$ cat src/sv/scs1_pkg.sv
`default_nettype none

package scs1_pkg;

  localparam int FIFO_DEPTH = 64;
  localparam int PTR_W      = $clog2(FIFO_DEPTH);
  localparam int TABLE_LEN  = 58;

  typedef enum logic {
    CMD_SCAN = 1'b0,
    CMD_READ = 1'b1
  } cmd_t;

  localparam logic [7:0] SC_PREFIX = 8'hE0;
  localparam logic [7:0] SC_BREAK  = 8'h80;
  localparam logic [6:0] SC_MAKE   = 7'h7F;
  localparam logic [6:0] SC_LSHIFT = 7'h2A;
  localparam logic [6:0] SC_RSHIFT = 7'h36;
  localparam logic [6:0] SC_LCTRL  = 7'h1D;
  localparam logic [7:0] SC_C      = 8'h2E;
  localparam logic [7:0] SC_UP     = 8'h48;
  localparam logic [7:0] SC_DOWN   = 8'h50;
  localparam logic [7:0] SC_LEFT   = 8'h4B;
  localparam logic [7:0] SC_RIGHT  = 8'h4D;
  localparam logic [7:0] SC_DEL    = 8'h53;
  localparam logic [7:0] SC_HOME   = 8'h47;
  localparam logic [7:0] SC_END    = 8'h4F;

  // Navigation key indices as queued with the special flag.
  localparam logic [7:0] NAV_UP    = 8'd0;
  localparam logic [7:0] NAV_DOWN  = 8'd1;
  localparam logic [7:0] NAV_LEFT  = 8'd2;
  localparam logic [7:0] NAV_RIGHT = 8'd3;
  localparam logic [7:0] NAV_DEL   = 8'd4;
  localparam logic [7:0] NAV_HOME  = 8'd5;
  localparam logic [7:0] NAV_END   = 8'd6;

  typedef struct packed {
    logic       special;
    logic [7:0] code;
  } key_entry_t;

  typedef struct packed {
    logic       push;
    key_entry_t entry;
  } key_req_t;

  localparam logic [7:0] PLAIN_MAP [0:TABLE_LEN-1] = '{
    8'h00, 8'h00, 8'h31, 8'h32, 8'h33, 8'h34, 8'h35, 8'h36,
    8'h37, 8'h38, 8'h39, 8'h30, 8'h2D, 8'h3D, 8'h08, 8'h09,
    8'h71, 8'h77, 8'h65, 8'h72, 8'h74, 8'h79, 8'h75, 8'h69,
    8'h6F, 8'h70, 8'h5B, 8'h5D, 8'h0A, 8'h00, 8'h61, 8'h73,
    8'h64, 8'h66, 8'h67, 8'h68, 8'h6A, 8'h6B, 8'h6C, 8'h3B,
    8'h27, 8'h60, 8'h00, 8'h5C, 8'h7A, 8'h78, 8'h63, 8'h76,
    8'h62, 8'h6E, 8'h6D, 8'h2C, 8'h2E, 8'h2F, 8'h00, 8'h2A,
    8'h00, 8'h20
  };

  localparam logic [7:0] UPPER_MAP [0:TABLE_LEN-1] = '{
    8'h00, 8'h00, 8'h21, 8'h40, 8'h23, 8'h24, 8'h25, 8'h5E,
    8'h26, 8'h2A, 8'h28, 8'h29, 8'h5F, 8'h2B, 8'h08, 8'h09,
    8'h51, 8'h57, 8'h45, 8'h52, 8'h54, 8'h59, 8'h55, 8'h49,
    8'h4F, 8'h50, 8'h7B, 8'h7D, 8'h0A, 8'h00, 8'h41, 8'h53,
    8'h44, 8'h46, 8'h47, 8'h48, 8'h4A, 8'h4B, 8'h4C, 8'h3A,
    8'h22, 8'h7E, 8'h00, 8'h7C, 8'h5A, 8'h58, 8'h43, 8'h56,
    8'h42, 8'h4E, 8'h4D, 8'h3C, 8'h3E, 8'h3F, 8'h00, 8'h2A,
    8'h00, 8'h20
  };

endpackage

`default_nettype wire

$ cat src/sv/scancode_set1_decoder_fifo.sv
// Scancode set 1 keyboard decoder with a queue of decoded keys. Each input
// request is either a received scancode byte (in_tuser = 0, byte in
// in_tdata) or a read of one decoded key (in_tuser = 1). Shift, left ctrl
// and the 0xE0 prefix are tracked; printable make codes become ASCII,
// extended arrow/delete/home/end keys are queued as indices 0..6 with the
// special flag (out_tuser). Ctrl+C is flagged on its scancode's result and
// not queued. The queue holds FIFO_DEPTH-1 keys and drops new keys when
// full. Every input request gives exactly one result request. Rate: one
// request per clock while the output is not stalled. A request passes the
// input register, then the result register, which for reads is the key
// RAM's registered read port. The input side stays ready while a result
// waits, as long as the input register is free.
`default_nettype none

module scancode_set1_decoder_fifo (
  input  wire logic        clk,
  input  wire logic        rst_n,
  input  wire logic        in_tvalid,
  output      logic        in_tready,
  input  wire logic [7:0]  in_tdata,   // [7:0] scancode
  input  wire logic        in_tuser,   // [0] command: 0 scancode, 1 read
  output      logic        out_tvalid,
  input  wire logic        out_tready,
  output      logic [15:0] out_tdata,  // [0] read_valid, [8:1] read_code,
                                       // [9] ctrl_c_event, [15:10] zero
  output      logic        out_tuser   // [0] read_special
);

  import scs1_pkg::*;

  // Input register (stage A)
  logic       a_valid_r, a_valid_nxt;
  cmd_t       a_cmd_r;
  logic [7:0] a_sc_r;

  // Result register (stage B); key data sits in the RAM read register
  logic       b_valid_r, b_valid_nxt;
  logic       b_hit_r;
  logic       b_ctrl_c_r;

  logic       b_load;
  logic       a_fire;
  logic       in_fire;
  key_req_t   key_req;
  logic       ctrl_c;
  logic       pop_hit;
  key_entry_t rd_entry;

  assign b_load    = !b_valid_r || out_tready;
  assign a_fire    = a_valid_r && b_load;
  assign in_tready = !a_valid_r || b_load;
  assign in_fire   = in_tvalid && in_tready;

  always_comb begin
    a_valid_nxt = a_valid_r;
    if (in_fire) begin
      a_valid_nxt = 1'b1;
    end else if (a_fire) begin
      a_valid_nxt = 1'b0;
    end
    b_valid_nxt = b_valid_r;
    if (b_load) begin
      b_valid_nxt = a_valid_r;
    end
  end

  always_ff @(posedge clk) begin
    if (!rst_n) begin
      a_valid_r <= 1'b0;
      b_valid_r <= 1'b0;
    end else begin
      a_valid_r <= a_valid_nxt;
      b_valid_r <= b_valid_nxt;
    end
  end

  always_ff @(posedge clk) begin
    if (in_fire) begin
      a_cmd_r <= cmd_t'(in_tuser);
      a_sc_r  <= in_tdata;
    end
    if (a_fire) begin
      b_hit_r    <= pop_hit;
      b_ctrl_c_r <= ctrl_c;
    end
  end

  scs1_decode u_decode (
    .clk      (clk),
    .rst_n    (rst_n),
    .fire     (a_fire && (a_cmd_r == CMD_SCAN)),
    .scancode (a_sc_r),
    .key_req  (key_req),
    .ctrl_c   (ctrl_c)
  );

  scs1_fifo u_fifo (
    .clk      (clk),
    .rst_n    (rst_n),
    .key_req  (key_req),
    .pop      (a_fire && (a_cmd_r == CMD_READ)),
    .pop_hit  (pop_hit),
    .rd_entry (rd_entry)
  );

  // RAM read data only counts on a hit; otherwise code and flag read zero.
  assign out_tvalid = b_valid_r;
  assign out_tdata  = {6'b0, b_ctrl_c_r, (b_hit_r ? rd_entry.code : 8'h00), b_hit_r};
  assign out_tuser  = b_hit_r && rd_entry.special;

endmodule

`default_nettype wire

$ cat src/sv/scs1_ram.sv
`default_nettype none

module scs1_ram #(
  parameter int WIDTH = 8,
  parameter int DEPTH = 64
) (
  input  wire logic                     clk,
  input  wire logic                     we,
  input  wire logic [$clog2(DEPTH)-1:0] waddr,
  input  wire logic [WIDTH-1:0]         wdata,
  input  wire logic                     re,
  input  wire logic [$clog2(DEPTH)-1:0] raddr,
  output      logic [WIDTH-1:0]         rdata
);

  logic [WIDTH-1:0] mem [0:DEPTH-1];

  always_ff @(posedge clk) begin
    if (we) begin
      mem[waddr] <= wdata;
    end
    if (re) begin
      rdata <= mem[raddr];
    end
  end

endmodule

`default_nettype wire

$ cat src/sv/scs1_decode.sv
`default_nettype none

module scs1_decode (
  input  wire logic              clk,
  input  wire logic              rst_n,
  input  wire logic              fire,      // scancode request leaves the input register
  input  wire logic [7:0]        scancode,
  output      scs1_pkg::key_req_t key_req,
  output      logic              ctrl_c
);

  import scs1_pkg::*;

  logic shift_r, shift_nxt;
  logic ctrl_r, ctrl_nxt;
  logic prefix_r, prefix_nxt;
  logic [7:0] ch;

  always_comb begin
    ch = '0;
    if (scancode < 8'(TABLE_LEN)) begin
      ch = shift_r ? UPPER_MAP[scancode[5:0]] : PLAIN_MAP[scancode[5:0]];
    end
  end

  always_comb begin
    shift_nxt  = shift_r;
    ctrl_nxt   = ctrl_r;
    prefix_nxt = prefix_r;
    key_req    = '0;
    ctrl_c     = 1'b0;
    if (fire) begin
      if (scancode == SC_PREFIX) begin
        prefix_nxt = 1'b1;
      end else if (prefix_r) begin
        prefix_nxt = 1'b0;
        key_req.entry.special = 1'b1;
        case (scancode)
          SC_UP:    key_req.entry.code = NAV_UP;
          SC_DOWN:  key_req.entry.code = NAV_DOWN;
          SC_LEFT:  key_req.entry.code = NAV_LEFT;
          SC_RIGHT: key_req.entry.code = NAV_RIGHT;
          SC_DEL:   key_req.entry.code = NAV_DEL;
          SC_HOME:  key_req.entry.code = NAV_HOME;
          SC_END:   key_req.entry.code = NAV_END;
          default:  key_req.entry.special = 1'b0;
        endcase
        key_req.push = key_req.entry.special;
      end else if ((scancode & SC_BREAK) != '0) begin
        if ((scancode[6:0] & SC_MAKE) inside {SC_LSHIFT, SC_RSHIFT}) begin
          shift_nxt = 1'b0;
        end
        if ((scancode[6:0] & SC_MAKE) == SC_LCTRL) begin
          ctrl_nxt = 1'b0;
        end
      end else if (scancode[6:0] inside {SC_LSHIFT, SC_RSHIFT}) begin
        shift_nxt = 1'b1;
      end else if (scancode[6:0] == SC_LCTRL) begin
        ctrl_nxt = 1'b1;
      end else if (ctrl_r && scancode == SC_C) begin
        ctrl_c = 1'b1;
      end else begin
        key_req.entry.code = ch;
        key_req.push       = (ch != '0);
      end
    end
  end

  always_ff @(posedge clk) begin
    if (!rst_n) begin
      shift_r  <= 1'b0;
      ctrl_r   <= 1'b0;
      prefix_r <= 1'b0;
    end else begin
      shift_r  <= shift_nxt;
      ctrl_r   <= ctrl_nxt;
      prefix_r <= prefix_nxt;
    end
  end

endmodule

`default_nettype wire

$ cat src/sv/scs1_fifo.sv
`default_nettype none

module scs1_fifo (
  input  wire logic                clk,
  input  wire logic                rst_n,
  input  wire scs1_pkg::key_req_t  key_req,
  input  wire logic                pop,       // read request leaves the input register
  output      logic                pop_hit,   // queue was not empty for that read
  output      scs1_pkg::key_entry_t rd_entry  // valid the cycle after a hit
);

  import scs1_pkg::*;

  logic [PTR_W-1:0] wr_ptr_r, wr_ptr_nxt;
  logic [PTR_W-1:0] rd_ptr_r, rd_ptr_nxt;
  logic [PTR_W-1:0] wr_next, rd_next;
  logic             do_write;

  assign wr_next = (wr_ptr_r == PTR_W'(FIFO_DEPTH - 1)) ? '0 : wr_ptr_r + 1'b1;
  assign rd_next = (rd_ptr_r == PTR_W'(FIFO_DEPTH - 1)) ? '0 : rd_ptr_r + 1'b1;

  // Full keeps one slot open; a key arriving then is dropped.
  assign do_write = key_req.push && (wr_next != rd_ptr_r);
  assign pop_hit  = pop && (rd_ptr_r != wr_ptr_r);

  always_comb begin
    wr_ptr_nxt = do_write ? wr_next : wr_ptr_r;
    rd_ptr_nxt = pop_hit  ? rd_next : rd_ptr_r;
  end

  always_ff @(posedge clk) begin
    if (!rst_n) begin
      wr_ptr_r <= '0;
      rd_ptr_r <= '0;
    end else begin
      wr_ptr_r <= wr_ptr_nxt;
      rd_ptr_r <= rd_ptr_nxt;
    end
  end

  scs1_ram #(
    .WIDTH ($bits(key_entry_t)),
    .DEPTH (FIFO_DEPTH)
  ) u_ram (
    .clk   (clk),
    .we    (do_write),
    .waddr (wr_ptr_r),
    .wdata (key_req.entry),
    .re    (pop_hit),
    .raddr (rd_ptr_r),
    .rdata (rd_entry)
  );

endmodule

`default_nettype wire

$ cat config.mk
export PLATFORM = sky130hd
export DESIGN_NAME = scancode_set1_decoder_fifo
export DESIGN_NICKNAME = d
export VERILOG_FILES = /design/src/sv/scs1_pkg.sv /design/src/sv/scancode_set1_decoder_fifo.sv /design/src/sv/scs1_ram.sv /design/src/sv/scs1_decode.sv /design/src/sv/scs1_fifo.sv
export SDC_FILE = /design/constraint.sdc
export NUM_CORES = 1
export LEC_CHECK = 0
export ABC_CLOCK_PERIOD_IN_PS = 12300
export BUFFER_PORTS_ARGS = -buffer_cell sky130_fd_sc_hd__buf_2
export CAP_MARGIN = 20
export CORE_MARGIN = 5
export CORE_UTILIZATION = 50
export CTS_CLUSTER_SIZE = 12
export DETAILED_ROUTE_END_ITERATION = 7
export PLACE_DENSITY_LB_ADDON = 0.12
export SLEW_MARGIN = 5
export SYNTH_ARGS = -nofsm -noshare
export SYNTH_HDL_FRONTEND = slang
export SYNTH_SLANG_ARGS = --single-unit
$ cat constraint.sdc
create_clock -name clk -period 12.3 [get_ports clk]
set_clock_uncertainty 0.1 [all_clocks]
set_input_delay 0.615 -clock clk [delete_from_list [all_inputs] [get_ports clk]]
set_output_delay 0.615 -clock clk [all_outputs]
set_load 0.01 [all_outputs]
; ---- Yosys cells after proc, flatten, opt, wreduce, memory -nomap -nowiden
; Memory sizes are Yosys's and may differ from the RTL's. A register that Yosys moved wholly into a read port is not among the register bits.
; Cells that the tools add are included.
[word_totals]
n_memories = 3
wordCells = 96
register_bits = 28
out_inout_bits = 19
ram_bits = 576
rom_bits = 1024
in_bits = 13
[memory_table]
columns = memory, words, width, rd, rd_ports_with_merged_regs, write_ports, line_no
row1 = u_fifo.u_ram.mem, 64, 9, 1, 1, 1, scs1_ram.sv:16  ; logic [WIDTH-1:0] mem [0:DEPTH-1];
row2 = (no name shown), 64, 8, 1, 0, 0, scs1_decode.sv:22  ; ch = shift_r ? UPPER_MAP[scancode[5:0]] : PLAIN_MAP[scancode[5:0]];
row3 = (no name shown), 64, 8, 1, 0, 0, scs1_decode.sv:22
[classes]
order_cmp = 2
n_mux = 37
n_bitwise = 5
reduce_logical = 19
n_addsub = 2
eq_ne = 17
[op_table]
columns = operator, n
row1 = 8-bit two-way mux, 12
row2 = 8-bit by 7-bit equality test with 1-bit output (second input constant), 7
row3 = 1-bit two-way mux, 20
row4 = 10-bit two-way mux, 2
row5 = 3-bit case mux with 6 select lines, 1
row6 = 7-bit by 6-bit equality test with 1-bit output (second input constant), 2
row7 = 6-bit by 1-bit adder with 6-bit output (second input constant), 2
row8 = 6-bit equality test (second input constant), 2
row9 = 6-bit two-way mux, 2
row10 = 6-bit != test, 2
row11 = 8-bit by 6-bit equality test with 1-bit output (second input constant), 1
row12 = 8-bit equality test (second input constant), 1
row13 = 1-bit logical AND, 8
row14 = 8-bit by 6-bit less-than comparator with 1-bit output (second input constant), 1
row15 = 8-bit nonzero test, 1
row16 = 7-bit by 5-bit equality test with 1-bit output (second input constant), 1
row17 = 7-bit greater-or-equal comparator (second input constant), 1
row18 = 6-bit NOT with 7-bit output, 1
row19 = 7-bit OR reduction, 1
row20 = 6-bit OR reduction, 1
row21 = 5-bit AND reduction, 1
row22 = 1-bit NOT, 4
row23 = 4-bit AND reduction, 1
row24 = 2-bit nonzero test, 2
row25 = 3 further kinds, 5

; ---- Logic depth before layout (Yosys ltp)
; Gate-level depths: netlist of run 1.
[logic_depth]
depth_word = 17
mapped_depth = 13
depth_no_buf = 9

; ---- Cells and area by module
; Synthesis of run 1 repeated with hierarchy kept, for this count alone.
[hier_totals]
hier_cells = 1407
area_unflattened_um2 = 25783.5
[modules_own_cells]
columns = module, area_per_inst_um2, n_inst, cells_per_inst, seq_area_each_um2
row1 = scs1_ram, 22684.3, 1, 1020, 17566.8
row2 = scs1_decode, 1665.3, 1, 239, 60.1
row3 = scs1_fifo, 873.3, 1, 107, 240.2
row4 = scancode_set1_decoder_fifo, 560.5, 1, 41, 370.4

; ---- Worst setup path after synthesis of run 1
; No wires, ideal clock.
[synth_path]
path_kind = reg-to-reg
start = register a_sc_r[0]
end = memory u_fifo.u_ram.mem[0][3] (netlist bit) (data pin)
stages_incl_launch_ff = 8
required_ns = 11.520
synth_period_minus_slack_ns = 4.940
arrival_time_ns = 4.160
setup_time_ns = 0.680
path_slack_ns = 7.360
path_buffers = 1
path_cell_list = edfxtp_1 ha_1 clkbuf_1 maj3_1 nor2_1 a2111oi_0 nor3_1 nor3_1
[synth_rtl]
columns = element, line_no
row1 = start: declaration, scancode_set1_decoder_fifo.sv:34  ; logic [7:0] a_sc_r;
row2 = start signal: assignment, scancode_set1_decoder_fifo.sv:80  ; a_sc_r <= in_tdata;
row3 = end: declaration, scs1_ram.sv:16

; ---- Final worst setup path of run 1
[layout_path]
start = register a_sc_r[1]
end = memory u_fifo.u_ram.mem[38][3] (netlist bit) (enable)
[layout_between]
elab_chain_len = 17
elab_cells_between_ends = 37
classes_between = order compare: 1 / eq/ne: 12 / mux: 16 / bitwise: 1 / reduce/logical: 5 / memory: 2
[layout_rtl]
columns = element, line_no
row1 = 6-bit NOT with 7-bit output (implied by the code), scs1_decode.sv:22
row2 = memory read 64 x 8 bit, --
row3 = 8-bit two-way mux (implied by the code) (2 in series), scs1_decode.sv:22
row4 = 8-bit two-way mux, scs1_decode.sv:22
row5 = 8-bit two-way mux, scs1_decode.sv:21  ; if (scancode < 8'(TABLE_LEN)) begin
row6 = 8-bit nonzero test, scs1_decode.sv:64  ; key_req.push = (ch != '0);
row7 = 1-bit two-way mux, scs1_decode.sv:60  ; end else if (ctrl_r && scancode == SC_C) begin
row8 = 1-bit two-way mux, scs1_decode.sv:58  ; end else if (scancode[6:0] == SC_LCTRL) begin
row9 = 1-bit two-way mux, scs1_decode.sv:56  ; end else if (scancode[6:0] inside {SC_LSHIFT, SC_RSHIFT}) begin
row10 = 1-bit two-way mux, scs1_decode.sv:49  ; end else if ((scancode & SC_BREAK) != '0) begin
row11 = 1-bit two-way mux, scs1_decode.sv:35  ; end else if (prefix_r) begin
row12 = 10-bit two-way mux *, scs1_decode.sv:33  ; if (scancode == SC_PREFIX) begin
row13 = 10-bit two-way mux *, scs1_decode.sv:32  ; if (fire) begin
row14 = 1-bit logical AND *, scs1_fifo.sv:23  ; assign do_write = key_req.push && (wr_next != rd_ptr_r);
row15 = 1-bit two-way mux *, scs1_ram.sv:19  ; if (we) begin
row16 = 1-bit two-way mux (implied by the code) *, scs1_ram.sv:20  ; mem[waddr] <= wdata;
; Every way passes the cells marked *; elsewhere a longest branch is shown, timed or not. The select of a mux whose other input is x is not followed.

==> results of run 1 <==
-- final cells by class --
| class | instances | area, sq um |
|---|---|---|
| Inverter | 9 | 33.8 |
| Clock buffer | 79 | 1560 |
| Clock inverter | 17 | 141 |
| Tap cell | 600 | 751 |
| Timing Repair Buffer | 77 | 480 |
| Multi-Input combinational cell | 563 | 6490 |
| Fill cell | 3331 | 19800 |
| Sequential cell | 548 | 16300 |
-- cell families (layout without fill, tap and decap cells) --
| logic type | Yosys count | in the layout | share of synthesized area, % |
|---|---|---|---|
| AOI/OAI and AO/OA | 98 | 98 | 3.13 |
| xor gates and xnor gates | 15 | 15 | 0.568 |
| adders and majority gates | 17 | 17 | 0.908 |
| buffers and inverters | 109 | 182 | 2.22 |
| DFF | 548 | 548 | 70.4 |
| muxes | 180 | 180 | 16.9 |
| other | 1 | 7 | 0.0162 |
| and+or+nand+nor | 246 | 246 | 5.85 |
-- worst max path at each step --
stage	to	cells past startpoint
3_3_place_gp	u_fifo.u_ram.mem[0][5]	10
6_report	u_fifo.u_ram.mem[38][3]	11
2_1_floorplan	u_fifo.u_ram.mem[0][3]	7
5_1_grt	u_fifo.u_ram.mem[38][3]	11
3_5_place_dp	u_fifo.u_ram.mem[0][5]	11
4_1_cts	u_fifo.u_ram.mem[0][1]	11
-- through the flow --
stage                     utilization [%]  setup WS [ns]  cell area (sq um)  power, mW
after CTS                            56.2           7.34              25600       3.72
final                                56.5           7.21              25800       3.69
after global placement               52.4           7.40              23900       2.13
after floorplan                         -           7.36              23200       2.12
after global routing                 56.5           7.00              25800       3.81
after detailed placement             52.4           7.36              23900       2.13
-- flip-flops by register name, summed over array words and instances (netlist names) --
register,count
u_decode.shift_r,1
u_fifo.u_ram.rdata,8
u_fifo.u_ram.mem,512
out_tvalid,1
b_ctrl_c_r,1
u_fifo.wr_ptr_r,6
u_decode.prefix_r,1
a_valid_r,1
u_decode.ctrl_r,1
a_sc_r,8
a_cmd_r,1
b_hit_r,1
u_fifo.rd_ptr_r,6
-- critical path: stages, from the launching register on --
cell and delay, ns:
edfxtp_1 0.86, inv_1 0.35, ha_1 0.41, mux2_1 0.36, and2_1 0.17, o311ai_2 0.28
nand2_1 0.11, or4b_4 0.54, o31ai_4 0.22, buf_4 0.76, nor3_1 0.33, clkbuf_2 0.25
-- layout by cell type (no fill, tap or decap), drive strengths merged, types with 8 or more instances in the layout --
cell | netlist | final
nor2 | 25 | 25
nor4 | 20 | 20
xnor2 | 12 | 12
clkinv | 1 | 15
o211ai | 10 | 10
nand4 | 10 | 10
mux2i | 9 | 9
nand2 | 35 | 35
a21oi | 18 | 18
nor3 | 55 | 55
clkbuf | 45 | 89
ha | 16 | 16
and2 | 16 | 16
edfxtp | 531 | 531
nand3 | 20 | 20
nor2b | 17 | 17
mux4 | 169 | 169
dfxtp | 17 | 17
inv | 8 | 8
nand2b | 12 | 12
buf | 55 | 67
o21ai | 18 | 18
nand3b | 8 | 8
-- where the power goes --
part	leakage (nW)	total, mW	switching (mW)	internal [mW]
logic	2.10	0.0686	0.0457	0.0229
registers	6.17	2.03	0.00629	2.02
clock network	0.823	1.59	0.672	0.917
total	9.09	3.69	0.724	2.96
-- layer usage --
layer | global-route usage, % | part of all wire, % | vias to the layer above
met2 | 33.8 | 48 | 396
met3 | 5.01 | 6.4 | 49
li1 | - | - | 5120
met1 | 32.1 | 44 | 6333
met5 | 0 | 0 | -
met4 | 4.00 | 1.5 | 0
==> summary.md, run 1 <==
| Metric | Value |
|---|---|
| Status | complete, no violations |
| Largest net degree at the start of global routing | 90 |
| Final Instance Count excl. Fillers | 1893 |
| Wire length per cell after detailed routing | 28.8 um |
| Area growth, synth to finish | 11.3% |
| Placed instance count | 1770 |
| H-Tree Level Count | 2 |
| Combined global-route utilization of all metal layers | 21.6% |
| Vias in the first global route | 11600 |
| Global-route wire length before repair | 80300 um |
| Launch point of the worst path | a_sc_r[1] |
| Global-route congestion overflow total | 0 |
| Height of the die | 225 um |
| Clock buffers created by TritonCTS | 56 |
| Final WL | 54400 um |
| Synthesized cell area | 0.0231 sq mm |
| Type of origin of the critical path | register |
| Root Buffer Master | clkbuf_16 |
| FFs w/ async S/R, synth | 0% |
| List of most frequent post-synthesis cells | edfxtp_1, mux4_2, nor3_1, clkbuf_1, nand2_1 |
| Tcrit/Tclk final | 41.4% |
| Horizontal extent of the die | 225 um |
| Yosys cell types | 74 |
| Worst-Skew Late Latency | 0.61 ns |
| Post-CTS Resized | 0 |
| Number of nets in the layout | 1284 |
| TritonCTS Sinks | 548 |
| Post-synthesis cell type with the largest combined area | edfxtp_1 |
| Via count normalized by instance count | 6.29 |
| Max Clk Rate | 197 MHz |
| Kind of path behind the tightest hold check | in -> reg |
| Areal power density over the cells | 143 mW/mm^2 |
| Area of the core | 0.0456 sq mm |
| Antenna violations before repair | 0 |
| Flip-flop cell with the highest count after synthesis | edfxtp_1 |
| Full die area | 0.0507 sq mm |
| Actual transition at the worst max-transition pin | 1.12 ns |
| Max transition margin | 25.3% |
| Final setup vio count | 0 |
| Minimum clock period | 5.09 ns |
| Count of flip-flops with a built-in enable after synthesis | 531 |
| Total negative slack | 0 ns |
| Iteration-0 DRC Markers | 1308 |
| Number of warnings reported in the yosys synthesis log | 0 |
| Post-detailed-route count of antenna-violating nets | 0 |
| Classification of the worst setup path | reg -> reg |
| Largest fanout of any net on the critical path | 67 |
| Clock tree from TritonCTS | done |
| Most common cell in the netlist | edfxtp_1 |
| WHS Path Cells | 1 |
| First drt pass iteration count | 5 |
| Setup slack of the most critical reg-to-reg path | 7.21 ns |
| Synthesized area per cell | 19.1 sq um |
| Via count | 11900 |
| Worst hold start | in_tdata[1] |
| Ports placed on the boundary | 32 |
| Proportion of synthesized chip area in sequential cells | 70.4% |
| Top area cells in the synthesized netlist | edfxtp_1, mux4_2, dfxtp_1, nor3_1, ha_1 |
| Hold slack final | 0.0864 ns |
| Yosys top cell area share | 68.9% |
| Endpoint kind of the worst setup timing path | register |
| Synth Instances | 1214 |
| RSZ-0062 raised after global routing | false |
| Setup fix buffers added after clock tree synthesis | 0 |
| Input/output buffers | 24 |
| Number of standard-cell rows in the floorplan | 78 |
| Final hold violations | 0 |
| IR Drop Worst-Case VDD | 0.105 mV |
| Data arrival time at the worst-slack endpoint | 5.34 ns |
| Initial core utilization | 50.8% |
| Worst Hold Path EP | a_sc_r[1] |
| Data required time at the worst endpoint | 12.55 ns |
| Count of state elements after synthesis | 548 |
| Number of antenna cells inserted | 0 |
| Max Cap Viol | 0 |
| Number of buffers inserted by hold repair at cts | 0 |
| Reg-to-reg critical path startpoint | a_sc_r[1] |
| Dpl hpwl | 32500 um |
| Leakage power figure | 9.09 nW |
| Endpoint of the worst-slack reg-to-reg timing path | u_fifo.u_ram.mem[38][3] |
| CTS clk-pin slew, worst paths | 0.06 ns |
| Clock buffer depth | 3 |
| Routability Congestion | 0.832 |
| DRC violations left | 0 |
| Number of cells on the worst reg-to-reg path | 11 |
| Pins over their slew limit | 0 |
| Fraction of final layout cells with drive strength greater than 1 | 26.8% |
No activity file was read; power rests on OpenSTA's default activity.
==> inputs of run 2 (changes only) <==
--- a/config.mk
+++ b/config.mk
@@ -5,7 +5,7 @@
 export SDC_FILE = /design/constraint.sdc
 export NUM_CORES = 1
 export LEC_CHECK = 0
-export ABC_CLOCK_PERIOD_IN_PS = 12300
+export ABC_CLOCK_PERIOD_IN_PS = 4080
 export BUFFER_PORTS_ARGS = -buffer_cell sky130_fd_sc_hd__buf_2
 export CAP_MARGIN = 20
 export CORE_MARGIN = 5
==> constraint.sdc (replaced) <==
create_clock -name clk -period 4.08 [get_ports clk]
set_clock_uncertainty 0.1 [all_clocks]
set_input_delay 0.204 -clock clk [delete_from_list [all_inputs] [get_ports clk]]
set_output_delay 0.204 -clock clk [all_outputs]
set_load 0.01 [all_outputs]
==> run 2 against run 1 <==
Against the previous run:
- total power rose to 3.0 times the previous value
- hold slack improved by 0.12 ns
- routed wire length increased by 0.41%
- non-clock buffer count grew 88
- global-route usage up 0.16 points
- critical endpoint is now u_fifo.u_ram.mem[15][4]
- sequential share of layout area shrank 1.9 points
==> summary.md, run 2 (synthesis results as in run 1) <==
| Metric | Value |
|---|---|
| Horizontal extent of the die | 225 um (unchanged) |
| Iteration-0 DRC Markers | 1255 (-4.1%) |
| Standard cell with the maximum stage delay on the critical path | nor3_1 |
| Worst-Skew Late Latency | 0.61 ns (about the same) |
| Number of nets in the layout | 1372 (+6.9%) |
| WP buf/inv | 3 (unchanged) |
| CTS clk-pin slew, worst paths | 0.06 ns (about the same) |
| Final worst-path setup slack | 0.0835 ns (-7.13 ns) |
| Root Buffer Master | clkbuf_16 |
| Most frequent standard cell in the layout excluding fill and tap cells | edfxtp_1 |
| Max Clk Rate | 250 MHz (+27%) |
| Clock buffer depth | 3 (unchanged) |
| Initial core utilization | 50.8% (unchanged) |
| Ordered cell list for the critical path | clkinv_1 > ha_1 > mux2_2 > nand3_1 > o311ai_0 > or4b_1 > o31ai_2 > o31ai_4 > buf_12 > buf_12 > nor3_1 |
| Max Cap Viol | 0 (unchanged) |
| Wire length per cell after detailed routing | 27.8 um (-3.5%) |
| Placed instance count | 1859 (+5.0%) |
| Leading registers by flop count | u_fifo.u_ram.mem: 512 flops, a_sc_r: 8 flops, u_fifo.u_ram.rdata: 8 flops |
| Area of the core | 0.0456 sq mm (unchanged) |
| Combined global-route utilization of all metal layers | 21.8% (+0.16 points) |
| Area growth, synth to finish | 14.8% |
| Clock buffers created by TritonCTS | 56 (unchanged) |
| Type of origin of the critical path | register |
| Final setup vio count | 0 (unchanged) |
| Biggest register | u_fifo.u_ram.mem |
| Cell type with the highest occurrence count on the critical path | buf_12 |
| RSZ-0062 raised after global routing | true |
| Largest net degree at the start of global routing | 68 (-24%) |
| Final Instance Count excl. Fillers | 1969 (+4.0%) |
| Worst slack at placement | -0.0200 ns (-7.38 ns) |
| Data required time at the worst endpoint | 4.20 ns (-8.35 ns) |
| Via count | 12200 (+2.6%) |
| Antenna violations before repair | 0 (unchanged) |
| Max transition margin | 26.4% (+1.1 points) |
| Post-detailed-route count of antenna-violating nets | 0 (unchanged) |
| Areal power density over the cells | 413 mW/mm^2 (+190%) |
| Clock tree from TritonCTS | done |
| Ports placed on the boundary | 32 (unchanged) |
| Final WL | 54700 um (+0.41%) |
| Final hold violations | 0 (unchanged) |
| Commonest non-fill, non-tap cells in the layout | edfxtp_1, mux4_2, buf_4 |
| Kind of path behind the tightest hold check | in -> reg |
| First drt pass iteration count | 5 (unchanged) |
| Full die area | 0.0507 sq mm (unchanged) |
| TritonCTS Sinks | 548 (unchanged) |
| H-Tree Level Count | 2 (unchanged) |
| Global-route congestion overflow total | 0 (unchanged) |
| Post-place instance area | 0.0247 sq mm (+3.4%) |
| FILL cells | 3333 (+0.060%) |
| Classification of the worst setup path | reg -> reg |
| Kind of cell adding the most delay to the critical path | simple AND/OR/NAND/NOR gates |
| Flip-flop count of the largest register, all copies and words added | 512 (unchanged) |
| Endpoint kind of the worst setup timing path | register |
| Height of the die | 225 um (unchanged) |
| Minimum clock period | 4.00 ns (-1.09 ns) |
| Dpl hpwl | 34100 um (+5.0%) |
| Area of all placed cells without fillers | 0.0266 sq mm (+3.1%) |
| Status | complete, no violations |
| Routability Congestion | 0.847 (+1.8%) |
| Input/output buffers | 24 (unchanged) |
| Pins over their slew limit | 0 (unchanged) |
| Fraction of final layout cells with drive strength greater than 1 | 30.9% (+4.1 points) |
| DRC violations left | 0 (unchanged) |
| Actual transition at the worst max-transition pin | 1.10 ns (-0.0213 ns) |
| Global-route wire length before repair | 81500 um (+1.5%) |
| Via count normalized by instance count | 6.20 (-1.4%) |
| Vias in the first global route | 12200 (+5.2%) |
| Number of standard-cell rows in the floorplan | 78 (unchanged) |
| IR Drop Worst-Case VDD | 0.342 mV (+220%) |
| Number of antenna cells inserted | 0 (unchanged) |
| Utilization after layout | 58.3% (+1.8 points) |
| Highest cell delay on the worst timing path | 0.87 ns (about the same) |
| Largest fanout of any net on the critical path | 20 (-70%) |
| Data arrival time at the worst-slack endpoint | 4.11 ns (-1.23 ns) |
| Tcrit/Tclk final | 98.0% (+57 points) |
| Leakage power figure | 9.57 nW (+5.3%) |
==> run 2: changes by cell type in the layout (fill, tap and decap cells not counted), moves of 6 or more <==
cell / change
dlygate4sd3_1: +15
nor3_1: -7
buf_2: -9
nor3_2: +6
clkbuf_1: -14
buf_12: +13
buf_4: +75
==> run 2: final cells by class <==
class                      count  area (sq um)  area share (%)
sequential                   548         16300            61.3
multi-input combinational    563          6520            24.6
clock buffer                  61          1440            5.43
timing repair buffer         165          1370            5.16
tap                          600           751            2.83
clock inverter                23           146           0.551
inverter                       9          33.8           0.127
==> run 2: layer usage <==
| metal | up-vias | wire (um) | GRT usage, % |
|---|---|---|---|
| li1 | 5281 | - | - |
| met1 | 6385 | 23400 | 31.5 |
| met2 | 456 | 26300 | 34.2 |
| met3 | 86 | 3860 | 5.34 |
| met4 | 0 | 1130 | 4.84 |
| met5 | - | 0 | 0 |
==> run 2: path summary, 6_finish.rpt <==
kind	startpoint	endpoint	slack, ns	depth (start not counted)
worst max register to register	a_sc_r[2]	u_fifo.u_ram.mem[15][4]	0.08	11
worst min-delay path	in_tdata[7]	a_sc_r[7]	0.21	2
worst min register to register	u_decode.ctrl_r	u_decode.ctrl_r	0.41	1
worst max-delay path	a_sc_r[2]	u_fifo.u_ram.mem[15][4]	0.08	11
==> run 2: what timing repair did <==
action | CTS | global route
hold buffers | 15 | 0
endpoints found under the setup margin | 8 | 90
setup buffers | 0 | 1
endpoints found under the hold margin | 23 | 0
resized for setup | 2 | 6
==> run 2: through the flow <==
stage | power (mW) | hold WS, ns | setup TNS [ns]
6_report | 11.0 | 0.205 | 0
5_1_grt | 11.3 | 0.187 | -7.11
4_1_cts | 11.1 | 0.163 | 0
3_5_place_dp | 6.48 | 0.283 | -0.158
3_3_place_gp | 6.48 | 0.283 | 0
2_1_floorplan | 6.39 | 0.203 | -0.551
==> run 2: report_power, final <==
| part | internal (mW) | leakage (nW) | switching (mW) |
|---|---|---|---|
| clock | 2.56 | 0.780 | 2.02 |
| sequential | 6.10 | 6.20 | 0.0112 |
| combinational | 0.115 | 2.59 | 0.159 |
| total | 8.77 | 9.57 | 2.19 |
==> inputs of run 3 (changes only) <==
--- a/config.mk
+++ b/config.mk
@@ -5,6 +5,7 @@
 export SDC_FILE = /design/constraint.sdc
 export NUM_CORES = 1
 export LEC_CHECK = 0
+export ABC_AREA = 1
 export ABC_CLOCK_PERIOD_IN_PS = 4080
 export BUFFER_PORTS_ARGS = -buffer_cell sky130_fd_sc_hd__buf_2
 export CAP_MARGIN = 20
==> run 3 against run 2 <==
Against the previous run:
- cell count is 38% higher
- hold slack gained 0.0012 ns
- via count grew 33%
- sequential cell count stayed put
- design area fell by 0.73%
- clock power increased by 2%
- critical path depth rose by 7
- critical endpoint is now u_fifo.u_ram.mem[10][6]
- highest routed layer unchanged
==> summary.md, run 3 <==
| Metric | Value |
|---|---|
| WHS Path Cells | 2 (unchanged) |
| Worst hold start | in_tdata[0] |
| Wire length per cell after detailed routing | 23.4 um (-16%) |
| Via count normalized by instance count | 5.96 (-3.8%) |
| Synthesized cell area | 0.0232 sq mm (+0.42%) |
| Synth Instances | 1999 (+65%) |
| Mux cell area share after synthesis | 0% (-17 points) |
| Area of all placed cells without fillers | 0.0264 sq mm (-0.73%) |
| Biggest register | u_fifo.u_ram.mem |
| Max Cap Viol | 0 (unchanged) |
| Number of cells on the worst reg-to-reg path | 18 (+7) |
| Commonest non-fill, non-tap cells in the layout | edfxtp_1, nor2_1, o21ai_0 |
| Flip-flop count of the largest register, all copies and words added | 512 (unchanged) |
| Yosys cell types | 41 (-45%) |
| Antenna violations before repair | 1 (+1) |
| Worst Hold Path EP | a_sc_r[0] |
| Pwr Total | 11.2 mW (+2.5%) |
| Dpl hpwl | 39300 um (+15%) |
| Cell type with the highest occurrence count on the critical path | nand2_1 |
| Post-place instance area | 0.0246 sq mm (-0.43%) |
| Data required time at the worst endpoint | 4.22 ns (+0.02 ns) |
| Number of warnings reported in the yosys synthesis log | 0 (unchanged) |
| Number of nets in the layout | 2105 (+53%) |
| Simple-gate area share of the yosys netlist | 13.4% (+7.6 points) |
| Pins over their slew limit | 0 (unchanged) |
| Clock tree from TritonCTS | done |
| Flip-flop cell with the highest count after synthesis | edfxtp_1 |
| Areal power density over the cells | 426 mW/mm^2 (+3.2%) |
| Classification of the worst setup path | reg -> reg |
| Setup slack of the most critical reg-to-reg path | 0.31 ns (+0.23 ns) |
| Proportion of synthesized chip area in sequential cells | 70.1% (-0.29 points) |
| Data arrival time at the worst-slack endpoint | 3.91 ns (-0.20 ns) |
| Synthesized-area fraction occupied by ao, oa, aoi and oai cells | 11.6% (+8.5 points) |
| First drt pass iteration count | 6 (+1) |
| Combined global-route utilization of all metal layers | 24.7% (+2.9 points) |
| Tcrit/Tclk final | 92.4% (-5.6 points) |
| Yosys top cell area share | 68.6% (-0.29 points) |
| Most common cell in the netlist | edfxtp_1 |
| Standard cell with the maximum stage delay on the critical path | nor2_1 |
| Top area cells in the synthesized netlist | edfxtp_1, nor2_1, o21ai_0, nand2_1, nand3_1 |
| Number of antenna cells inserted | 0 (unchanged) |
| Clock buffer depth | 3 (unchanged) |
| Leakage power figure | 7.94 nW (-17%) |
| Final setup vio count | 0 (unchanged) |
| Minimum clock period | 3.77 ns (-0.227 ns) |
| Iteration-0 DRC Markers | 2067 (+65%) |
| Post-synthesis cell type with the largest combined area | edfxtp_1 |
| Endpoint of the worst-slack reg-to-reg timing path | u_fifo.u_ram.mem[10][6] |
| Area growth, synth to finish | 13.5% |
| Post-detailed-route count of antenna-violating nets | 0 (unchanged) |
| Reg-to-reg critical path startpoint | a_sc_r[0] |
| Largest fanout of any net on the critical path | 8 (-60%) |
| Post-synthesis share of cell area spent on xor and xnor gates | 0.339% (-0.23 points) |
| H-Tree Level Count | 2 (unchanged) |
| Ordered cell list for the critical path | inv_1 > ha_1 > inv_1 > nand2_1 > nand2_1 > a21oi_1 > nand2_1 > nand2_1 > nand2_1 > nand3_1 > nand2_1 > nand2_1 > nor2_1 > nand2_1 > nand2_1 > nand2_1 > nand3_2 > nor2_1 |
| Count of state elements after synthesis | 548 (unchanged) |
| Type of origin of the critical path | register |
| Count of flip-flops with a built-in enable after synthesis | 531 (unchanged) |
| Height of the die | 226 um (+0.20%) |
| Final hold violations | 0 (unchanged) |
| Ports placed on the boundary | 32 (unchanged) |
| Setup fix buffers added after clock tree synthesis | 0 (unchanged) |
| Final WL | 63600 um (+16%) |
| Via count | 16200 (+33%) |
| IR Drop Worst-Case VDD | 0.332 mV (-3.1%) |
| Hold slack final | 0.206 ns (+0.00116 ns) |
| TritonCTS Sinks | 548 (unchanged) |
| Highest cell delay on the worst timing path | 0.61 ns (-0.26 ns) |
| Largest net degree at the start of global routing | 131 (+93%) |
| Global-route congestion overflow total | 0 (unchanged) |
| Global-route wire length before repair | 95600 um (+17%) |
| Most frequent standard cell in the layout excluding fill and tap cells | edfxtp_1 |
| Routability Congestion | 0.979 (+16%) |
| Leading registers by flop count | u_fifo.u_ram.mem: 512 flops, a_sc_r: 8 flops, u_fifo.u_ram.rdata: 8 flops |
| Vias in the first global route | 15800 (+29%) |
| Worst-Skew Late Latency | 0.61 ns (about the same) |
| Input/output buffers | 24 (unchanged) |
| Dominant combinational cell family by area after synthesis | simple AND/OR/NAND/NOR gates |
| Area of the core | 0.0463 sq mm (+1.5%) |
| Number of standard-cell rows in the floorplan | 79 (+1.3%) |
| Full die area | 0.0509 sq mm (+0.40%) |
| Endpoint kind of the worst setup timing path | register |
| Horizontal extent of the die | 226 um (+0.20%) |
| Adder-cell share of the synthesized area | 0.862% (-0.047 points) |
| DRC violations left | 0 (unchanged) |
| List of most frequent post-synthesis cells | edfxtp_1, nor2_1, o21ai_0, nand2_1, nand3_1 |
| CTS clk-pin slew, worst paths | 0.06 ns (about the same) |
| Max Clk Rate | 265 MHz (+6.0%) |
| Root Buffer Master | clkbuf_16 |
| Fraction of final layout cells with drive strength greater than 1 | 10.8% (-20 points) |
| FILL cells | 3800 (+14%) |
| Actual transition at the worst max-transition pin | 0.982 ns (-0.113 ns) |
| Initial core utilization | 50.2% (-0.54 points) |
| Max transition margin | 34.5% (+8.0 points) |
| Clock buffers created by TritonCTS | 55 (-1.8%) |
| Kind of path behind the tightest hold check | in -> reg |
| Total negative slack | 0 ns (unchanged) |
| FFs w/ async S/R, synth | 0% (unchanged) |
| Status | complete, no violations |
| RSZ-0062 raised after global routing | false |
| Synthesized area per cell | 11.6 sq um (-39%) |
[run 3: cell count changes after synthesis, moves of 54 or more]
cell / delta
nor2_1: +353
o21ai_0: +263
o22ai_1: +73
inv_1: +54
nand2_1: +180
mux4_2: -169
nand3_1: +91
[run 3: kinds of logic (layout without fill, tap and decap cells)]
| kind of cell | Yosys count | in the layout |
|---|---|---|
| buffers and inverters | 203 | 311 |
| and+or+nand+nor | 751 | 751 |
| AOI/OAI and AO/OA | 471 | 471 |
| other | 1 | 7 |
| xor gates and xnor gates | 9 | 9 |
| DFF | 548 | 548 |
| adders and majority gates | 16 | 16 |
[run 3: where the power goes]
group	total (mW)	internal [mW]	leakage, nW	switching, mW
clock network	4.66	2.61	0.779	2.05
registers	6.13	6.10	3.96	0.0217
logic	0.454	0.132	3.20	0.322
total	11.2	8.84	7.94	2.39
[run 3: stage by stage]
stage / utilization [%] / cells / worst slack (ns)
4_1_cts: 57.0 / 2720 / 0.344
2_1_floorplan: - / 2005 / 0.0577
5_1_grt: 57.0 / 2720 / 0.00825
6_report: 57.0 / 2720 / 0.310
3_5_place_dp: 53.2 / 2611 / 0.366
3_3_place_gp: 53.2 / 2611 / 0.370
[run 3: how the worst max path moves through the flow]
stage	start	endpoint	slack [ns]
CTS	a_sc_r[0]	u_fifo.u_ram.mem[23][4]	0.34
global placement	a_sc_r[0]	u_fifo.u_ram.mem[23][2]	0.37
global route	a_sc_r[0]	u_fifo.u_ram.mem[10][5]	0.008
finish	a_sc_r[0]	u_fifo.u_ram.mem[10][6]	0.31
detailed placement	a_sc_r[0]	u_fifo.u_ram.mem[23][8]	0.37
floorplan	a_sc_r[1]	u_fifo.u_ram.mem[0][0]	0.06
[run 3: layer usage]
metal / GRT usage, % / wire (um) / up-vias
met5: 0 / 0 / -
met3: 4.71 / 5140 / 125
met1: 35.4 / 26600 / 7935
met4: 7.77 / 2020 / 0
met2: 38.8 / 29800 / 756
li1: - / - / 7401
[run 3: critical path: cells and delay by family (launching register included)]
family                     cells  cell delay [ns]
AOI/OAI and AO/OA              1             0.14
adders and majority gates      1             0.21
buffers and inverters          2             0.32
DFF                            1             0.51
and+or+nand+nor               14             2.10
[run 3: repair_timing]
item	in CTS	in global routing
resized for setup	0	0
hold buffers	15	0
endpoints found under the hold margin	27	0
endpoints found under the setup margin	0	0
[run 3: area by class of cell]
type | instances | area (sq um) | area share [%]
flip-flops and latches | 548 | 16300 | 61.8
multi-input cells | 1254 | 6210 | 23.6
clock buffers | 80 | 1510 | 5.73
repair buffers | 150 | 1230 | 4.66
well taps | 607 | 759 | 2.88
inverters | 67 | 258 | 0.978
clock inverters | 14 | 103 | 0.389
